## src/rtl/core/pru_pkg.sv

```systemverilog
`timescale 1ns / 1ps
`default_nettype none

package pru_pkg;

  // Default geometry
  localparam int MAX_ROW_BYTES_DEF   = 8192;
  localparam int MAX_PIXEL_BYTES_DEF = 8;

  // Fixed field widths
  localparam int BYTE_W     = 8;
  localparam int ROW_LEN_W  = 14;
  localparam int BPP_W      = 4;
  localparam int CFG_IDX_W  = 2;
  localparam int CFG_DATA_W = 14;

  // Register map
  localparam logic [CFG_IDX_W-1:0] REG_ROW_LENGTH      = 2'd0;
  localparam logic [CFG_IDX_W-1:0] REG_BYTES_PER_PIXEL = 2'd1;

  localparam logic [ROW_LEN_W-1:0] ROW_LEN_RST = 14'd1;
  localparam logic [BPP_W-1:0]     BPP_RST     = 4'd1;

  // Row filter codes
  typedef enum logic [2:0] {
    FILT_NONE  = 3'd0,
    FILT_SUB   = 3'd1,
    FILT_UP    = 3'd2,
    FILT_AVG   = 3'd3,
    FILT_PAETH = 3'd4
  } filt_t;

  localparam logic [BYTE_W-1:0] FILT_MAX_CODE = 8'd4;

  // Control flags of one item on its way into the reconstruction stage
  typedef struct packed {
    logic  bad;
    logic  last;
    logic  has_left;
    logic  prior_valid;
    filt_t filt;
  } pru_item_t;

endpackage

`default_nettype wire

```

## src/rtl/core/pru_ctrl.sv

```systemverilog
`timescale 1ns / 1ps
`default_nettype none

module pru_ctrl #(
  parameter int COL_W = 13,
  parameter int CW    = 14
) (
  input  wire logic                      clk,
  input  wire logic                      rst_n,
  input  wire logic                      in_fire,
  input  wire logic [pru_pkg::BYTE_W-1:0] in_byte,
  input  wire logic                      in_start,
  input  wire logic [CW-1:0]             eff_len,
  input  wire logic [pru_pkg::BPP_W-1:0] eff_bpp,
  output logic                           push,
  output pru_pkg::pru_item_t             push_item,
  output logic      [COL_W-1:0]          push_col
);

  import pru_pkg::*;

  logic [COL_W-1:0] col_r, col_nxt;
  filt_t            filt_r, filt_nxt;
  logic             pv_r, pv_nxt;
  logic             await_r, await_nxt;
  logic             err_r, err_nxt;

  logic             err_eff, await_eff, pv_eff;
  logic [COL_W:0]   col_inc;
  logic             last;
  logic             has_left;

  assign err_eff   = in_start ? 1'b0 : err_r;
  assign await_eff = in_start ? 1'b1 : await_r;
  assign pv_eff    = in_start ? 1'b0 : pv_r;

  assign col_inc  = {1'b0, col_r} + 1'b1;
  assign last     = CW'(col_inc) >= eff_len;
  assign has_left = CW'(col_r) >= CW'(eff_bpp);
  assign push_col = col_r;

  always_comb begin
    col_nxt   = col_r;
    filt_nxt  = filt_r;
    pv_nxt    = pv_r;
    await_nxt = await_r;
    err_nxt   = err_r;
    push      = 1'b0;
    push_item = '0;
    if (in_fire) begin
      err_nxt   = err_eff;
      await_nxt = await_eff;
      pv_nxt    = pv_eff;
      if (!err_eff) begin
        if (await_eff) begin
          col_nxt = '0;
          if (in_byte > FILT_MAX_CODE) begin
            err_nxt       = 1'b1;
            push          = 1'b1;
            push_item.bad = 1'b1;
          end else begin
            filt_nxt  = filt_t'(in_byte[2:0]);
            await_nxt = 1'b0;
          end
        end else begin
          push                  = 1'b1;
          push_item.last        = last;
          push_item.has_left    = has_left;
          push_item.prior_valid = pv_eff;
          push_item.filt        = filt_r;
          if (last) begin
            col_nxt   = '0;
            await_nxt = 1'b1;
            pv_nxt    = 1'b1;
          end else begin
            col_nxt = col_inc[COL_W-1:0];
          end
        end
      end
    end
  end

  always_ff @(posedge clk) begin
    if (!rst_n) begin
      col_r   <= '0;
      filt_r  <= FILT_NONE;
      pv_r    <= 1'b0;
      await_r <= 1'b1;
      err_r   <= 1'b0;
    end else begin
      col_r   <= col_nxt;
      filt_r  <= filt_nxt;
      pv_r    <= pv_nxt;
      await_r <= await_nxt;
      err_r   <= err_nxt;
    end
  end

  // Only a new pass start may push again right after a bad filter code
  a_bad_latches: assert property (@(posedge clk) disable iff (!rst_n)
    push && push_item.bad |=> err_r && (!push || in_start))
    else $error("bad filter result not followed by error latch");

  a_row_end_wraps: assert property (@(posedge clk) disable iff (!rst_n)
    push && !push_item.bad && push_item.last |=> await_r && pv_r && (col_r == '0))
    else $error("row end did not rearm filter byte");

  a_col_advance: assert property (@(posedge clk) disable iff (!rst_n)
    push && !push_item.bad && !push_item.last |=> col_r == $past(col_r) + 1'b1)
    else $error("column index did not advance");

endmodule

`default_nettype wire

```

## config.mk

```make
export PLATFORM = sky130hd
export DESIGN_NAME = pru_ctrl
export DESIGN_NICKNAME = d
export VERILOG_FILES = /design/src/rtl/core/pru_pkg.sv /design/src/rtl/core/pru_ctrl.sv
export SDC_FILE = /design/constraint.sdc
export NUM_CORES = 1
export LEC_CHECK = 0
export ABC_AREA = 1
export BUFFER_PORTS_ARGS = -buffer_cell sky130_fd_sc_hd__buf_2
export CORE_MARGIN = 10
export CORE_UTILIZATION = 30
export DETAILED_ROUTE_END_ITERATION = 7
export PLACE_DENSITY = 0.62
export SLEW_MARGIN = 20
export SYNTH_ARGS = -nofsm -noshare
export SYNTH_HDL_FRONTEND = slang
export SYNTH_SLANG_ARGS = --single-unit
export TNS_END_PERCENT = 50
```

## constraint.sdc

```tcl
create_clock -name clk -period 3.7 [get_ports clk]
set_input_delay 0.555 -clock clk [delete_from_list [all_inputs] [get_ports clk]]
set_output_delay 0.555 -clock clk [all_outputs]
set_load 0.01 [all_outputs]
```

# Word level (Yosys, flattened, before mapping)
# Cells that the tools add are included.
[word_totals]
regBits = 19
output_inout_bits = 21
inputBits = 30
[classes]
magnitude_cmp = 3
reduce_logical = 2
addsub = 1
n_mux = 20
n_bitwise = 2
[op_table]
columns = ["cell", "count"]
rows = [
  ["13-bit two-way mux", 2],
  ["1-bit two-way mux", 15],
  ["13-bit by 1-bit adder with 14-bit output, second input constant", 1],
  ["14-bit greater-or-equal comparator", 1],
  ["7-bit two-way mux", 2],
  ["13-bit by 4-bit greater-or-equal comparator with 1-bit output", 1],
  ["8-bit by 3-bit greater-than comparator with 1-bit output, second input constant", 1],
  ["6-bit two-way mux", 1],
  ["4-bit AND reduction", 1],
  ["1-bit inverter", 2],
  ["2-bit AND reduction", 1],
]

# Depth between registers and ports, before layout
[logic_depth]
word_depth = 5
mapped_depth = 18

# Least setup slack after synthesis
# Ideal clock, no wire load.
[synth_path]
path_kind = "flip-flop to output port"
startpoint = "reg col_r[1] (netlist: push_col[1])"
endpoint = "out push_item[5] in the netlist's numbering"
arrival_ns = 2.077
required_ns = 3.145
path_stages_with_launch = 16
setup_slack_ns = 1.068
path_cell_list = "dfxtp_1 -> ha_1 -> nand3_1 -> inv_1 -> nand3b_2 -> o21ai_0 -> inv_1 -> ha_1 -> nand2_1 -> inv_1 -> nand2_1 -> nor2_1 -> nand2_1 -> nand3_1 -> nand2_1 -> inv_1"
[synth_lines]
columns = ["item", "line", "text"]
rows = [
  ["start, declared", "pru_ctrl.sv:22", "logic [COL_W-1:0] col_r, col_nxt;"],
  ["start signal, assigned", "pru_ctrl.sv:91", "col_r <= col_nxt;"],
  ["end, declared", "pru_ctrl.sv:16", "output pru_pkg::pru_item_t push_item,"],
]

==> impl_results.md <==
- Status: finished clean
- Hold WS: 0.4502 ns
- Wire length of the first global-routing pass: 7776 um
- Longest Clk Path Bufs: 2
- Crit. End Element: output pin
- Synth warn: 0
- CTS root buf: clkbuf_8
- Worst EP required: 3.14 ns
- PostCTS Resize Cnt: 0
- Max Cap Viol: 0
- Hold Path Sink: filt_r[2]
- Fillers: 584
- Crit start category: flip-flop
- Hold-fix buffers at CTS: 0
- Post-CTS Setup Bufs: 0
- Initial antenna violation count: 0
- Worst Hold Path Cells: 2
- DR vias: 1701
- Worst reg-to-reg path cell count: 16
- Synthesized cell area: 1649 um2
- Hold Crit Start: filt_r[2]
- DR iter-0 viols: 126
- Number of CTS-inserted buffers: 3
- Clk_lat worst skew: 0.25 ns
- Final antenna-violating net count: 0
- Reg2reg start: push_col[0]
- Skew final: 0.002163 ns
- Minimum clock period: 3.220 ns
- Final hold vios: 0
- Pleak: 1.104 nW
- Cell variety after synth: 28
- Min-Delay Path Class: flip-flop to flip-flop
- Critical path peak fanout: 6
- VDD IR-drop max: 102.6 uV
- Clock network fraction of total power: 35.4%
- Top-Level Pins: 51
- Grt total ovfl: 0
- Synthesized area per cell: 6.467 um2
- Post-synth top flop: dfxtp_1
- WL final: 4451 um
- Sequential Power Share: 50.7%
- Critical path origin: push_col[0]
- #FFs+latches synth: 19
- Count of input and output buffers: 50
- EDFF count, synth: 0
- Syn_nets: 304
- Die area: 8862 um2
- Final setup vio count: 0
- Area delta synth->final: 21.62%
- Row Count: 26
- Pre-Repair DR Iteration Count: 4
- NetSw: 0.1033 mW
- Initial Utilization: 31.68%
- RSZ-0062 raised after global routing: false
- H-Tree Depth: 1
- Fmax: 310.6 MHz
- Tot GR Track Use: 10.43%
- Hpwl dp: 3675 um
- CTS clk-pin slew, worst paths: 0.07 ns
- Final Cycle Share: 87.03%
- Largest net degree at the start of global routing: 17
- DRC violations left: 0
- Drt via density: 4.536
- Pwr dens: 204.5 nW/um2
- Worst-Margin Slew: 0.5574 ns
- CP Data Arrival Time: 2.67 ns
- Comb pwr share: 13.9%
- Internal power: 0.3068 mW
- Synth Instances: 255
- Chip height: 94.14 um
- Final nets: 355
- Relative slew slack: 62.80%
- Slew Limit Fails: 0
- Multi-input gate area: 1066 um2
- Clock sink total: 19
- TritonCTS clock tree: built
- Post-Route Setup TNS: 0 ns
- R2R setup slack: 0.87 ns
- Asr flop ratio synth: 0%
- Seq/Total Area, Yosys: 23.07%
- N_diodes: 0
- Switching Share: 25.20%
- WL/cell: 11.87 um
- Core area: 5205 um2
- Final GP Congestion: 0.8241
- Number of global-route vias before repair: 1685
- Reg2Reg Capture Point: push_col[10]
- Share of cells above drive strength 1: 22.30%
- Critical path class: flip-flop to output pin
- Register Area: 380.4 um2
- Die W: 94.14 um
[power by group through the flow]
stage / combinational [mW] / clock, mW / sequential [mW]
after detailed placement: 0.0572 / 0 / 0.213
final: 0.0569 / 0.145 / 0.208
after global routing: 0.0677 / 0.163 / 0.208
after CTS: 0.0577 / 0.153 / 0.208
after global placement: 0.0569 / 0 / 0.213
after floorplan: 0.0325 / 0 / 0.213
[critical path, stage by stage (launching register included)]
cell and delay, ns:
dfxtp_1 0.44, ha_1 0.22, nand3_1 0.14, inv_1 0.14
nand3b_2 0.12, o21ai_0 0.16, inv_1 0.07, ha_1 0.27
nand2_1 0.05, inv_1 0.06, nand2_1 0.08, nor2_1 0.13
nand2_1 0.09, nand3_1 0.14, nand2_1 0.10, inv_1 0.07
buf_2 0.13
[layer usage]
layer  up-vias  wire (um)  GRT usage [%]  share of wire [%]
met5         -          0              0                  0
met4         0         15          1.899               0.34
met3         2        328          3.197                7.4
met2        47       1964          16.59                 44
met1       741       2143          13.52                 48
li1        911          -              -                  -
[state kept, by name, indices dropped and copies added (netlist names)]
register  cells
await_r       1
err_r         1
push_col     13
filt_r        3
pv_r          1
[cells by family (layout without fill, tap and decap cells)]
group,Yosys count,in the layout,synth area share (%)
adder cells (fa/ha/maj),19,19,14.42
XOR/XNOR,8,8,5.615
flip-flops,19,19,23.06
AO/OA/AOI/OAI,38,38,12.44
buffers and inverters,51,101,12.29
AND/OR/NAND/NOR,120,120,32.17
[placed cells by master, fill, tap and decap left out, drive strengths merged]
cell type	Yosys	final
clkbuf	2	4
nor2	25	25
dfxtp	19	19
a21boi	1	1
a21oi	25	25
nand4	2	2
inv	47	47
nor3	2	2
o21bai	1	1
nand3b	1	1
and3	1	1
ha	19	19
o21ai	10	10
nand3	20	20
nand2	66	66
xor2	4	4
nor4	3	3
xnor2	4	4
buf	2	50
a22oi	1	1
[how the worst max path moves through the flow]
stage / depth (start not counted) / to
after detailed placement: 16 / push_item[5]
after global routing: 16 / push_item[5]
after floorplan: 15 / push_item[5]
final: 16 / push_item[5]
after global placement: 16 / push_item[5]
after CTS: 16 / push_item[5]
[cells in the mapped netlist, types with 2 or more instances]
library cell / number / area, um2
nor2_4: 2 / 22.52
nor3_1: 2 / 10.01
a21oi_2: 2 / 17.52
nand4_1: 2 / 12.51
a21oi_1: 23 / 115.1
xnor2_2: 3 / 48.80
inv_2: 2 / 7.510
dfxtp_1: 19 / 380.4
o21ai_0: 10 / 50.05
inv_1: 45 / 168.9
nand2_1: 65 / 244.0
clkbuf_1: 2 / 7.510
nor2_1: 20 / 75.07
nor4_1: 3 / 18.77
ha_1: 19 / 237.7
xor2_1: 4 / 35.03
nor2_2: 3 / 18.77
nand3_1: 19 / 95.09
[stage by stage]
step | utilization [%] | setup WS (ns) | cells | total power, mW | cell area, um2
after floorplan | - | 1.068 | 255 | 0.2450 | 1649
after global placement | 37.67 | 0.8556 | 371 | 0.2695 | 1961
after detailed placement | 37.67 | 0.7745 | 371 | 0.2699 | 1961
after CTS | 38.53 | 0.4870 | 375 | 0.4183 | 2006
after global routing | 38.53 | 0.1844 | 375 | 0.4385 | 2006
final | 38.53 | 0.4799 | 375 | 0.4101 | 2006
[area by class of cell]
type	instances	share of cell area, %
clock buffers	4	2.246
inverters	47	8.796
multi-input cells	185	53.15
flip-flops and latches	19	18.96
well taps	70	4.367
repair buffers	50	12.48
(Power assumes the default switching activity.)
