### src/rtl/core/pru_pkg.sv
`timescale 1ns / 1ps
`default_nettype none

package pru_pkg;

  // Default geometry
  localparam int MAX_ROW_BYTES_DEF   = 8192;
  localparam int MAX_PIXEL_BYTES_DEF = 8;

  // Fixed field widths
  localparam int BYTE_W     = 8;
  localparam int ROW_LEN_W  = 14;
  localparam int BPP_W      = 4;
  localparam int CFG_IDX_W  = 2;
  localparam int CFG_DATA_W = 14;

  // Register map
  localparam logic [CFG_IDX_W-1:0] REG_ROW_LENGTH      = 2'd0;
  localparam logic [CFG_IDX_W-1:0] REG_BYTES_PER_PIXEL = 2'd1;

  localparam logic [ROW_LEN_W-1:0] ROW_LEN_RST = 14'd1;
  localparam logic [BPP_W-1:0]     BPP_RST     = 4'd1;

  // Row filter codes
  typedef enum logic [2:0] {
    FILT_NONE  = 3'd0,
    FILT_SUB   = 3'd1,
    FILT_UP    = 3'd2,
    FILT_AVG   = 3'd3,
    FILT_PAETH = 3'd4
  } filt_t;

  localparam logic [BYTE_W-1:0] FILT_MAX_CODE = 8'd4;

  // Control flags of one item on its way into the reconstruction stage
  typedef struct packed {
    logic  bad;
    logic  last;
    logic  has_left;
    logic  prior_valid;
    filt_t filt;
  } pru_item_t;

endpackage

`default_nettype wire

### src/rtl/core/pru_recon.sv
`timescale 1ns / 1ps
`default_nettype none

module pru_recon #(
  parameter int COL_W           = 13,
  parameter int MAX_PIXEL_BYTES = 8,
  parameter int BPP_IW          = 3
) (
  input  wire logic                       clk,
  input  wire logic                       rst_n,
  input  wire logic                       push,
  input  pru_pkg::pru_item_t              push_item,
  input  wire logic [pru_pkg::BYTE_W-1:0] push_byte,
  input  wire logic [COL_W-1:0]           push_col,
  input  wire logic [pru_pkg::BYTE_W-1:0] up_rdata,
  input  wire logic [BPP_IW-1:0]          bpp_sel,
  input  wire logic                       out_stall,
  output logic                            hold,
  output logic                            ram_we,
  output logic      [COL_W-1:0]           ram_waddr,
  output logic      [pru_pkg::BYTE_W-1:0] ram_wdata,
  output logic                            out_valid,
  output logic      [pru_pkg::BYTE_W-1:0] out_pixel_byte,
  output logic                            out_row_end,
  output logic                            out_bad_filter
);

  import pru_pkg::*;

  function automatic logic [BYTE_W-1:0] paeth(input logic [BYTE_W-1:0] a,
                                              input logic [BYTE_W-1:0] b,
                                              input logic [BYTE_W-1:0] c);
    logic signed [9:0] da, db, dc;
    logic        [9:0] pa, pb, pc;
    da = $signed({2'b00, b}) - $signed({2'b00, c});
    db = $signed({2'b00, a}) - $signed({2'b00, c});
    dc = $signed({2'b00, a}) + $signed({2'b00, b}) - $signed({1'b0, c, 1'b0});
    pa = (da < 0) ? 10'(-da) : 10'(da);
    pb = (db < 0) ? 10'(-db) : 10'(db);
    pc = (dc < 0) ? 10'(-dc) : 10'(dc);
    if (pa <= pb && pa <= pc) begin
      return a;
    end else if (pb <= pc) begin
      return b;
    end else begin
      return c;
    end
  endfunction

  logic              s1_valid_r;
  pru_item_t         s1_item_r;
  logic [BYTE_W-1:0] s1_byte_r;
  logic [COL_W-1:0]  s1_col_r;

  logic [BYTE_W-1:0] left_hist_r [MAX_PIXEL_BYTES];
  logic [BYTE_W-1:0] up_hist_r   [MAX_PIXEL_BYTES];

  logic              go, load, fire;
  logic [BYTE_W-1:0] up, left, corner, pred, value;
  logic [BYTE_W:0]   avg_sum;

  assign go   = !out_valid || !out_stall;
  assign load = !s1_valid_r || go;
  assign fire = s1_valid_r && go;
  assign hold = !load;

  assign up      = s1_item_r.prior_valid ? up_rdata : '0;
  assign left    = s1_item_r.has_left ? left_hist_r[bpp_sel] : '0;
  assign corner  = (s1_item_r.prior_valid && s1_item_r.has_left) ? up_hist_r[bpp_sel] : '0;
  assign avg_sum = {1'b0, left} + {1'b0, up};

  always_comb begin
    case (s1_item_r.filt)
      FILT_SUB:   pred = left;
      FILT_UP:    pred = up;
      FILT_AVG:   pred = avg_sum[BYTE_W:1];
      FILT_PAETH: pred = paeth(left, up, corner);
      default:    pred = '0;
    endcase
  end

  assign value = s1_item_r.bad ? '0 : s1_byte_r + pred;

  assign ram_we    = fire && !s1_item_r.bad;
  assign ram_waddr = s1_col_r;
  assign ram_wdata = value;

  // Stage and output registers with control reset
  always_ff @(posedge clk) begin
    if (!rst_n) begin
      s1_valid_r <= 1'b0;
      out_valid  <= 1'b0;
    end else begin
      if (load) begin
        s1_valid_r <= push;
      end
      if (fire) begin
        out_valid <= 1'b1;
      end else if (!out_stall) begin
        out_valid <= 1'b0;
      end
    end
  end

  always_ff @(posedge clk) begin
    if (load && push) begin
      s1_item_r <= push_item;
      s1_byte_r <= push_byte;
      s1_col_r  <= push_col;
    end
    if (fire) begin
      out_pixel_byte <= value;
      out_row_end    <= s1_item_r.last && !s1_item_r.bad;
      out_bad_filter <= s1_item_r.bad;
    end
    if (fire && !s1_item_r.bad) begin
      left_hist_r[0] <= value;
      up_hist_r[0]   <= up;
      for (int i = 1; i < MAX_PIXEL_BYTES; i++) begin
        left_hist_r[i] <= left_hist_r[i-1];
        up_hist_r[i]   <= up_hist_r[i-1];
      end
    end
  end

  a_bad_zero: assert property (@(posedge clk) disable iff (!rst_n)
    out_valid && out_bad_filter |-> (out_pixel_byte == '0) && !out_row_end)
    else $error("bad filter result carries data");

  a_hold_keeps: assert property (@(posedge clk) disable iff (!rst_n)
    hold |=> s1_valid_r && $stable(s1_col_r) && $stable(s1_byte_r))
    else $error("held stage lost its item");

  a_fire_shows: assert property (@(posedge clk) disable iff (!rst_n)
    fire |=> out_valid)
    else $error("fired item not presented");

endmodule

`default_nettype wire

### config.mk
export PLATFORM = sky130hd
export DESIGN_NAME = pru_recon
export DESIGN_NICKNAME = d
export VERILOG_FILES = /design/src/rtl/core/pru_pkg.sv /design/src/rtl/core/pru_recon.sv
export SDC_FILE = /design/constraint.sdc
export NUM_CORES = 1
export LEC_CHECK = 0
export BUFFER_PORTS_ARGS = -buffer_cell sky130_fd_sc_hd__buf_2
export CAP_MARGIN = 15
export CORE_MARGIN = 8
export CORE_UTILIZATION = 55
export CTS_CLUSTER_DIAMETER = 40
export DETAILED_ROUTE_END_ITERATION = 10
export GPL_ROUTABILITY_DRIVEN = 0
export GPL_TIMING_DRIVEN = 0
export MAX_ROUTING_LAYER = met4
export PLACE_DENSITY = 0.82
export SETUP_SLACK_MARGIN = 0.2
export SYNTH_ARGS = -nofsm -noshare
export SYNTH_HDL_FRONTEND = slang
export SYNTH_SLANG_ARGS = --single-unit
### constraint.sdc
create_clock -name clk -period 23.4 [get_ports clk]
set_input_delay 2.34 -clock clk [delete_from_list [all_inputs] [get_ports clk]]
set_output_delay 2.34 -clock clk [all_outputs]
set_load 0.03 [all_outputs]
* Word-level counts from Yosys, hierarchy flattened *
Memories as Yosys holds them, arrays and structs flattened.
Index checks and enable logic that the tools add are counted.

cells by class
  reduce and logical (&&, ||, !) cells = 13
  order comparisons = 6
  mux-type cells = 14
  $add $sub $neg = 9
  eq/ne operators = 5

operators by type and width
  cell                                                   number
  2-to-1 mux 8 bit                                       6
  one-hot mux 8 bit (4 select lines)                     1
  less-or-equal comparator 10 bit                        3
  2-to-1 mux 10 bit                                      3
  negation 9 -> 10 bit                                   2
  adder 8 x 8 -> 9 bit                                   2
  < comparator 9 x 1 -> 1 bit, second input constant     2
  subtractor 8 x 8 -> 9 bit                              2
  < comparator 10 x 1 -> 1 bit, second input constant    1
  negation 10 bit                                        1
  subtractor 9 x 9 -> 10 bit                             1
  adder 8 bit                                            1
  == test 3 x 2 -> 1 bit, second input constant          2
  logical AND 1 bit                                      6
  logical NOT 1 bit                                      5
  2-to-1 mux 1 bit                                       4
  == test 3 x 1 -> 1 bit, second input constant          1
  == test 3 bit, second input constant                   1
  logical OR 1 bit                                       2
  inequality test 2 x 1 -> 1 bit, second input constant  1

storage, ports and cells
  RAM bits = 128
  register bits after elaboration = 40
  input port bits = 43
  word-level logic and storage cells = 61
  output and inout bits = 34
  memories kept = 2

memory list
  name         depth  bits a word  read ports  clocked after Yosys merged registers in  wr ports  line             source
  left_hist_r  8      8            8           0                                        8         pru_recon.sv:55  logic [BYTE_W-1:0] left_hist_r [MAX_PIXEL_BYTES];
  up_hist_r    8      8            8           0                                        8         pru_recon.sv:56  logic [BYTE_W-1:0] up_hist_r [MAX_PIXEL_BYTES];

* Depth between registers and ports, before layout *
Gate-level depths: netlist (run 1).
An unclocked memory read counts as a cell.

  depth after elaboration = 12
  depth in mapped cells = 40
  mapped depth without buffers = 36

* Worst setup path after synthesis (run 1) *
Ideal clock, no wire load.

  path kind = input port to output port
  start point = input port bpp_sel[0]
  end point = output port ram_wdata[7] (netlist name)
  data arrival time = 10.457 ns
  path buffers = 4
  stages on the path = 37
  data required time = 21.060 ns
  setup slack = 10.603 ns
  cell sequence = clkbuf_1 buf_1 buf_2 mux4_2 mux2i_1 nor2b_1 fa_1 ha_1 or2_2 a21o_1 and2_4 a221o_1 buf_6 nor2b_1 xnor2_1 ha_1 a21o_1 a21o_1 a21oi_1 nor2_1 a21oi_1 a31oi_2 or4b_1 a21oi_2 a221o_1 ha_1 a21o_1 a21oi_1 o21bai_1 a21oi_1 o21bai_1 a21oi_1 xor2_1 nor3b_1 mux2_2 a41oi_1 nand3b_1

on the way
  cells in the longest elaborated chain, start to end = 12
  elaborated cells between the ends (all ways) = 27
  classes of those cells = add/sub (9); order compare (6); mux (9); reduce/logical (1); memory (2)

RTL lines
  item                                                                    line                              source
  start, declared                                                         pru_recon.sv:16                   input wire logic [BPP_IW-1:0] bpp_sel,
  memory (8 x 8 bit)                                                      --
  2-to-1 mux 8 bit                                                        pru_recon.sv:68                   assign left = s1_item_r.has_left ? left_hist_r[bpp_sel] : '0;
  adder 8 x 8 -> 9 bit                                                    pru_recon.sv:37, pru_recon.sv:70
  subtractor 9 x 9 -> 10 bit                                              pru_recon.sv:37                   dc = $signed({2'b00, a}) + $signed({2'b00, b}) - $signed({1'b0, c, 1'b0});
  negation 10 bit / < comparator 10 x 1 -> 1 bit (equally long branches)  pru_recon.sv:40                   pc = (dc < 0) ? 10'(-dc) : 10'(dc);
  2-to-1 mux 10 bit                                                       pru_recon.sv:40
  less-or-equal comparator 10 bit, on equally long branches               pru_recon.sv:43, pru_recon.sv:41
  2-to-1 mux 8 bit / logical AND 1 bit (equally long branches)            pru_recon.sv:43, pru_recon.sv:41
  2-to-1 mux 8 bit                                                        pru_recon.sv:41                   if (pa <= pb && pa <= pc) begin
  one-hot mux 8 bit (4 select lines) *                                    pru_recon.sv:73                   case (s1_item_r.filt)
  adder 8 bit *                                                           pru_recon.sv:82                   assign value = s1_item_r.bad ? '0 : s1_byte_r + pred;
  2-to-1 mux 8 bit *                                                      pru_recon.sv:82
  end, declared                                                           pru_recon.sv:21                   output logic [pru_pkg::BYTE_W-1:0] ram_wdata,

Mark *: on every way between the ends. The rest lies on a longest branch, timed or not.

* Worst setup path in the final report (run 1) *
Same ends and word-level chain as after synthesis.

==> run metrics, run 1 <==
outcome=finished clean; CTS tree=yes; met2 Use GR=0.322; WL per Instance=between 20 and 25 µm; routed vias=6,301; # port buffers=74; gr usage total=0.203; grt peak-use layer=met2; final worst-path cycle share=0.611; yosys warns=0; hold buffers post-CTS=0; Seq/Total Area, Yosys=0.526; Reg clk slew, reported paths=60 ps; Crit-path slowest cell=buf_1; min Tclk post-route=~14,000 ps; Max Freq=70.0 MHz; Routed Antenna Nets=0; Post-Layout Cell Count=1,056; clock skew=4.76 ps; Layout Nets=940; Yosys top cell by area=edfxtp_1; crit path DAT=11,950 ps; HPWL Detailed=~16,000 µm; vias per cell=5.97; Die H=148 µm; Post-CTS Setup Inserts=0; I/O pin count=77; dpl cells=1,023; setup TNS=0 ps; Worst Path Required=21,060 ps; share of cells above drive strength 1=0.211; core area=17,100 µm²; htree depth=4; cells taking the most area after synthesis=edfxtp_1 (52%), ha_1 (9.0%), mux4_2 (7.6%), xnor2_1 (2.6%), fa_1 (2.3%); Root Buffer=clkbuf_16; critical path endpoint category=output pin; initial core utilization=0.558; Post-Syn Instances=slightly above 700; DRT Wirelength=between 20,000 and 25,000 µm; met3 usage=0.0391; die area=around 22,000 µm²; ys async rst share=0; Final Slew Violations=0; power per standard cell area=86.3 nW/µm²; Synth Cell Area=9550 µm²; most used cell, CP=a21oi_1; vias in the first global route=6,298; CTS sink count=168; cts repair resizes=0; TritonRoute pass-1 iters=5; Overflow after GRT=0; Die X=148 µm; worst min path class=flip-flop to flip-flop; Avg Inst Size Synth=approximately 13 µm²; final hold vios=0; Rel. slew slack=0.263; Final setup viols=0; Yosys reg bits=168; 1st-iter DRT viols=470; row cnt=48; Lkg Pwr=about 4.3 nW; M1 GR Usage=0.251; largest net degree at the start of global routing=39; Critical Path Fanout Max=10; MaxCap Viol Count=0; Post-synth top flop=edfxtp_1; Layout area overhead=14.0%; worst slew pin tran=1100 ps; Yosys top cell area share=0.522; RSZ-0062 raised after global routing=false; maximum VDD drop=67.0 µV; crit path launch type=input port; Post-synth EDFFs=166; CP Class=input port to output pin; first-pass GRT wire length=33,200 µm; clock buffer depth=2; CP peak stage delay=680 ps; cts bufs inserted=17; insertion delay to the later sink of the worst-skew pair=430 ps; initial antenna violation count=1; count of unique library cells instantiated by Yosys=74; Post-route DRC=0
## cells by family after synthesis
logic type      Yosys count  synth area share
mux                      55             0.102
buf+inv                  72            0.0296
other cells               2          0.000787
fa+ha+maj                80             0.114
compound gates          136            0.0988
xor+xnor                 44            0.0404
flops                   168             0.526
simple gates            160            0.0887
## registers in the layout (all words and copies together) (netlist names)
| signal | cells |
|---|---|
| s1_valid_r | 1 |
| s1_byte_r | 8 |
| out_valid | 1 |
| out_pixel_byte | 8 |
| left_hist_r | 64 |
| up_hist_r | 64 |
| out_row_end | 1 |
| out_bad_filter | 1 |
| ram_waddr | 13 |
| s1_item_r | 7 |
## worst max-delay path, delay by kind of cell
| family | cells | cell delay, ps |
|---|---|---|
| adder cells (fa/ha/maj) | 4 | 1260 |
| AO/OA/AOI/OAI | 14 | 2840 |
| XOR/XNOR | 1 | 220 |
| AND/OR/NAND/NOR | 7 | 2440 |
| multiplexers | 3 | 670 |
| buffers and inverters | 7 | 2130 |
## cells in the mapped netlist (all sizes together) (4+ instances only)
library cell / number
or2: 4
buf: 7
a21oi: 44
nand2b: 9
nand4: 4
nand2: 31
inv: 55
mux4: 32
nor3: 7
xnor2: 28
clkbuf: 10
nand3: 7
fa: 11
xor2: 16
nor2: 53
o21a: 5
and3: 6
mux2: 10
o21bai: 6
a21o: 20
ha: 69
a31oi: 6
nor2b: 17
o21ai: 22
a221o: 4
o31ai: 5
mux2i: 13
edfxtp: 166
## area by class of cell
class	count	area (µm²)
Fill cell	1288	6230
Clock inverter	14	148
Multi-Input combinational cell	479	4260
Sequential cell	168	5020
Inverter	55	206
Buffer	17	76.3
Clock buffer	18	429
Tap cell	225	282
Timing Repair Buffer	79	458
Antenna cell	1	2.50
## final timing paths
kind / start / end / slack (ps) / cells after the start
worst max register to register: s1_item_r[3] / out_pixel_byte[7] / 14560 / 32
worst max-delay path: bpp_sel[0] / ram_wdata[7] / 9110 / 36
worst min register to register: up_hist_r[2][5] / up_hist_r[3][5] / 450 / 0
worst min-delay path: up_hist_r[2][5] / up_hist_r[3][5] / 450 / 0
## per-stage QoR
step | cell area [µm²] | power (mW) | worst slack, ps | util | hold slack, ps
2_1_floorplan | 9550 | 0.594 | 10600 | - | 421
3_3_place_gp | 10200 | 0.658 | 9000 | 0.596 | 422
3_5_place_dp | 10300 | 0.666 | 9190 | 0.602 | 428
4_1_cts | 10900 | 0.942 | 9100 | 0.636 | 438
5_1_grt | 10900 | 0.987 | 8280 | 0.636 | 446
6_report | 10900 | 0.939 | 9110 | 0.636 | 446
## layout by cell type (no fill, tap or decap), types with 11 or more instances in the layout
master and count:
a21oi_1 43, edfxtp_1 166, buf_2 76, nor2_1 52, nand2_1 31, clkbuf_1 11
mux2i_1 13, o21ai_0 20, fa_1 11, inv_1 55, a21o_1 20, mux4_2 32
xnor2_1 28, ha_1 69, nor2b_1 15, xor2_1 16, clkbuf_16 17
## report_power, final
group          switching (mW)  internal (mW)
Sequential            0.00488          0.344
Combinational           0.186          0.130
Clock                   0.116          0.158
Total                   0.308          0.632
## layer usage
layer	routed length [µm]	part of all wire
met1	9220	0.43
met2	10200	0.48
met3	1210	0.057
met4	582	0.027
met5	0	0
Power figures use the tool's default switching activity.
==> run 2: changes to the inputs <==
ABC_AREA = 1   (was default)
clock period = 14.4 ns   (was 23.4 ns; I/O delays follow)
==> run metrics, run 2 <==
vias in the first global route=7,455; yosys warns=0; first-pass GRT wire length=37,600 µm; critical path endpoint category=output pin; Overflow after GRT=0; Avg Inst Size Synth=9.75 µm²; HPWL Detailed=approximately 18,000 µm; largest net degree at the start of global routing=29; Post-route DRC=0; worst hold slack=438 ps; Critical Path Fanout Max=10; area of the multi-input gates=between 3000 and 4000 µm²; worst slew pin tran=1020 ps; vias per cell=5.78; min Tclk post-route=11,330 ps; cells taking the most area after synthesis=edfxtp_1 (52%), ha_1 (9.0%), nand2_1 (5.8%), inv_1 (5.3%), o21ai_0 (4.6%); CP Class=input port to output pin; insertion delay to the later sink of the worst-skew pair=440 ps; Crit-path slowest cell=clkbuf_1; Post-Route Utilization=0.640; WL per Instance=17.7 µm; register area=about 5000 µm²; Post-CTS Setup Inserts=0; CTS sink count=168; Synth Cell Area=9610 µm²; # fillers=1,340; power per standard cell area=around 140 nW/µm²; top cells by count, synth=edfxtp_1 (166), nand2_1 (148), inv_1 (136), nor2_1 (117), o21ai_0 (89); most frequent cell after synthesis=edfxtp_1; Routed Antenna Nets=0; row cnt=48; Final Slew Violations=0; Rel. slew slack=0.319; MaxCap Viol Count=0; gr usage total=0.224; cts bufs inserted=17; Root Buffer=clkbuf_16; most common cell after layout, fill and taps aside=edfxtp_1; hold buffers post-CTS=0; Yosys top cell by area=edfxtp_1; Post-Layout Cell Count=1,330; crit path launch type=input port; Worst Path Required=12,960 ps; core area=17,200 µm²; Layout Nets=1,215; count of unique library cells instantiated by Yosys=41; I/O pin count=77; CP peak stage delay=530 ps; Seq/Total Area, Yosys=0.523; htree depth=4; flop2flop setup slack=6580 ps; crit path DAT=9890 ps; fin area=11,000 µm²; initial core utilization=0.560; initial antenna violation count=0; Yosys reg bits=~170; Post-Place Cell Area=roughly 10,000 µm²; TritonRoute pass-1 iters=5; DRT Wirelength=23,500 µm; Die X=148 µm; final worst-path cycle share=0.787; Reg clk slew, reported paths=70 ps; Final setup viols=0; cts repair resizes=0; share of cells above drive strength 1=0.119; Post-synth top flop=edfxtp_1; most used cell, CP=nand2_1; die area=~22,000 µm²; outcome=finished clean; CTS tree=yes; Max Freq=88.2 MHz; ys async rst share=0; Die H=148 µm; dpl cells=1,298; Lkg Pwr=about 4.8 nW; most frequent cells in the layout=edfxtp_1 (166), nand2_1 (148), inv_1 (136); worst min path class=flip-flop to flip-flop; Layout area overhead=14.3%; RSZ-0062 raised after global routing=false; 1st-iter DRT viols=around 750; routed vias=7,688; setup TNS=0 ps; clock skew=11.0 ps; final hold vios=0; Post-synth EDFFs=166; # port buffers=75; clock buffer depth=2; Post-Syn Instances=a little under 1,000; maximum VDD drop=109 µV; ant diodes=0; Yosys top cell area share=0.519
[run 2: worst max-delay path: cells and delay by family]
| kind | cells | cell delay [ps] |
|---|---|---|
| xor gates and xnor gates | 2 | 340 |
| and+or+nand+nor | 23 | 2440 |
| buffers and inverters | 16 | 2720 |
| AOI/OAI and AO/OA | 8 | 1490 |
| adders and majority gates | 4 | 1410 |
[run 2: path summary, 6_finish.rpt]
path	startpoint	to	depth (start not counted)
max	bpp_sel[0]	ram_wdata[7]	53
min	up_hist_r[2][5]	up_hist_r[3][5]	0
max reg2reg	s1_item_r[4]	out_pixel_byte[7]	45
min reg2reg	up_hist_r[2][5]	up_hist_r[3][5]	0
[run 2: metrics by stage]
step | power (mW) | setup WS [ps]
after global placement | 1.03 | -1780
final | 1.50 | 3070
after detailed placement | 1.04 | 3330
after CTS | 1.50 | 3200
after floorplan | 0.930 | 2160
after global routing | 1.59 | 2150
[run 2: metal layers]
| layer | GRT usage | vias up | share of wire |
|---|---|---|---|
| li1 | - | 3646 | - |
| met1 | 0.274 | 3647 | 0.40 |
| met2 | 0.366 | 358 | 0.50 |
| met3 | 0.0471 | 37 | 0.079 |
| met4 | 0.0745 | 0 | 0.020 |
| met5 | - | - | 0 |
[run 2: layout make-up]
class                      count  area share
buffer                        25     0.00922
clock buffer                  18      0.0391
clock inverter                14      0.0150
inverter                     138      0.0471
multi-input combinational    657       0.362
sequential                   168       0.457
tap                          225      0.0256
timing repair buffer          85      0.0444
[run 2: kinds of logic (layout without fill, tap and decap cells)]
| logic type | Yosys count | after routing | share of synthesized area |
|---|---|---|---|
| xor+xnor | 24 | 24 | 0.0219 |
| fa+ha+maj | 80 | 80 | 0.113 |
| other cells | 2 | 4 | 0.000781 |
| simple gates | 339 | 339 | 0.147 |
| compound gates | 210 | 210 | 0.131 |
| flops | 168 | 168 | 0.523 |
| buf+inv | 163 | 280 | 0.0644 |
[run 2: power by group]
part / total, mW / internal [mW] / switching, mW
registers: 0.566 / 0.558 / 0.00759
clock network: 0.460 / 0.260 / 0.200
logic: 0.473 / 0.164 / 0.308
total: 1.50 / 0.983 / 0.516
==> run 3: changes to the inputs <==
PLACE_DENSITY = 0.85   (was 0.82)
clock period = 9.8 ns   (was 14.4 ns; I/O delays follow)
==> run metrics, run 3 (synthesized netlist as in run 2, its figures left out) <==
I/O pin count=77; clock buffer depth=2; CP Class=input port to output pin; Rel. slew slack=0.311; most frequent cells in the layout=edfxtp_1 (166), nand2_1 (148), inv_1 (133); 1st-iter DRT viols=around 1,100; Final setup viols=0; Lkg Pwr=4.97 nW; share of cells above drive strength 1=0.167; Post-route DRC=0; Overflow after GRT=0; Worst Path Required=8820 ps; final worst-path cycle share=0.945; Internal=~1.5 mW; RSZ-0062 raised after global routing=false; TritonRoute pass-1 iters=6; Root Buffer=clkbuf_16; Worst R2R Path Depth=44; Hold Path Depth=0; core area=17,200 µm²; CTS sink count=168; worst setup path start=bpp_sel[0]; crit path DAT=8290 ps; Post-Layout Cell Count=around 1,300; HPWL Detailed=approximately 18,000 µm; die area=22,000 µm²; Worst Min Path Start=left_hist_r[1][5]; Sequential Power Share=0.373; initial core utilization=0.560; power per standard cell area=a little under 200 nW/µm²; Layout area overhead=18.2%; CP peak stage delay=470 ps; Reg clk slew, reported paths=60 ps; WL per Instance=roughly 19 µm; Net Sw Frac=0.346; min Tclk post-route=9270 ps; most common cell after layout, fill and taps aside=edfxtp_1; initial antenna violation count=0; Die X=148 µm; cts bufs inserted=17; row cnt=48; insertion delay to the later sink of the worst-skew pair=440 ps; # port buffers=75; CTS tree=yes; ant diodes=0; R2R Path Start=s1_item_r[3]; combinational share of power=0.343; Critical Path Fanout Max=10; Clk network pwr share=0.284; # fillers=between 1,000 and 1,500; Net Sw Power=around 0.77 mW; vias in the first global route=around 7,600; Final Slew Violations=0; worst min path class=flip-flop to flip-flop; MaxCap Viol Count=0; Max Freq=108 MHz; vias per cell=5.96; Crit-path slowest cell=fa_1; outcome=finished clean; routed vias=8,029; largest net degree at the start of global routing=29; first-pass GRT wire length=38,900 µm; maximum VDD drop=172 µV; most used cell, CP=nand2_1; final hold vios=0; area of the multi-input gates=4120 µm²; Routed Antenna Nets=0; clock skew=roughly 11 ps; worst slew pin tran=~1000 ps; critical path endpoint category=output pin; Post-Route Utilization=0.661; gr usage total=0.232; Die H=148 µm; Layout Nets=1,233; crit path launch type=input port; htree depth=4; register area=5020 µm²; PnR Total Power=~2.2 mW; dpl cells=1,295; DRT Wirelength=~25,000 µm
[run 3: changes by cell type in the layout (fill, tap and decap cells not counted), moves of 4 or more]
cell	previous run	this run
buf_16	0	5
buf_4	0	25
buf_6	11	5
clkbuf_1	25	10
clkbuf_2	0	8
clkbuf_4	0	4
ha_1	69	65
[run 3: final timing paths]
path	end	slack (ps)
worst max-delay path	ram_wdata[7]	530
worst min-delay path	left_hist_r[2][5]	440
worst max register to register	left_hist_r[0][7]	2170
worst min register to register	left_hist_r[2][5]	440
[run 3: final cells by class]
class	count	area share
clock buffer	25	0.0419
tap	225	0.0248
multi-input combinational	657	0.362
clock inverter	7	0.00617
inverter	138	0.0458
buffer	25	0.0149
sequential	168	0.442
timing repair buffer	103	0.0619
[run 3: power groups by stage]
stage | registers, mW | logic, mW | clock network [mW]
floorplan | 0.859 | 0.505 | 0
global placement | 0.849 | 0.654 | 0
detailed placement | 0.846 | 0.694 | 0
CTS | 0.832 | 0.706 | 0.631
global route | 0.834 | 0.854 | 0.657
finish | 0.832 | 0.765 | 0.634
[run 3: per-stage QoR]
stage          setup TNS [ps]  hold slack, ps  instance area, µm²  worst slack, ps
2_1_floorplan               0             421                9630             1430
3_3_place_gp             -118             421               10300             -118
3_5_place_dp             -322             426               10500             -322
4_1_cts                     0             440               11100              218
5_1_grt                     0             445               11400             57.1
6_report                    0             441               11400              535
[run 3: worst max-delay path, delay by kind of cell]
family | cells | cell delay [ps]
adders and majority gates | 4 | 1460
buffers and inverters | 15 | 1750
xor gates and xnor gates | 2 | 470
and+or+nand+nor | 20 | 2070
AOI/OAI and AO/OA | 10 | 1550
[run 3: timing repair]
action / CTS / global route
pin swaps: 5 / 13
setup endpoints to repair: 3 / 3
hold endpoints to repair: 0 / 0
hold buffers: 0 / 0
cloned: 0 / 0
setup buffers: 5 / 16
resized for setup: 13 / 81
[run 3: routing by layer]
| metal | track usage | routed length [µm] | up-vias |
|---|---|---|---|
| met5 | - | 0 | - |
| met4 | 0.109 | 970 | 0 |
| met3 | 0.0456 | 2100 | 99 |
| met2 | 0.379 | 12500 | 485 |
| met1 | 0.274 | 9640 | 3763 |
| li1 | - | - | 3682 |
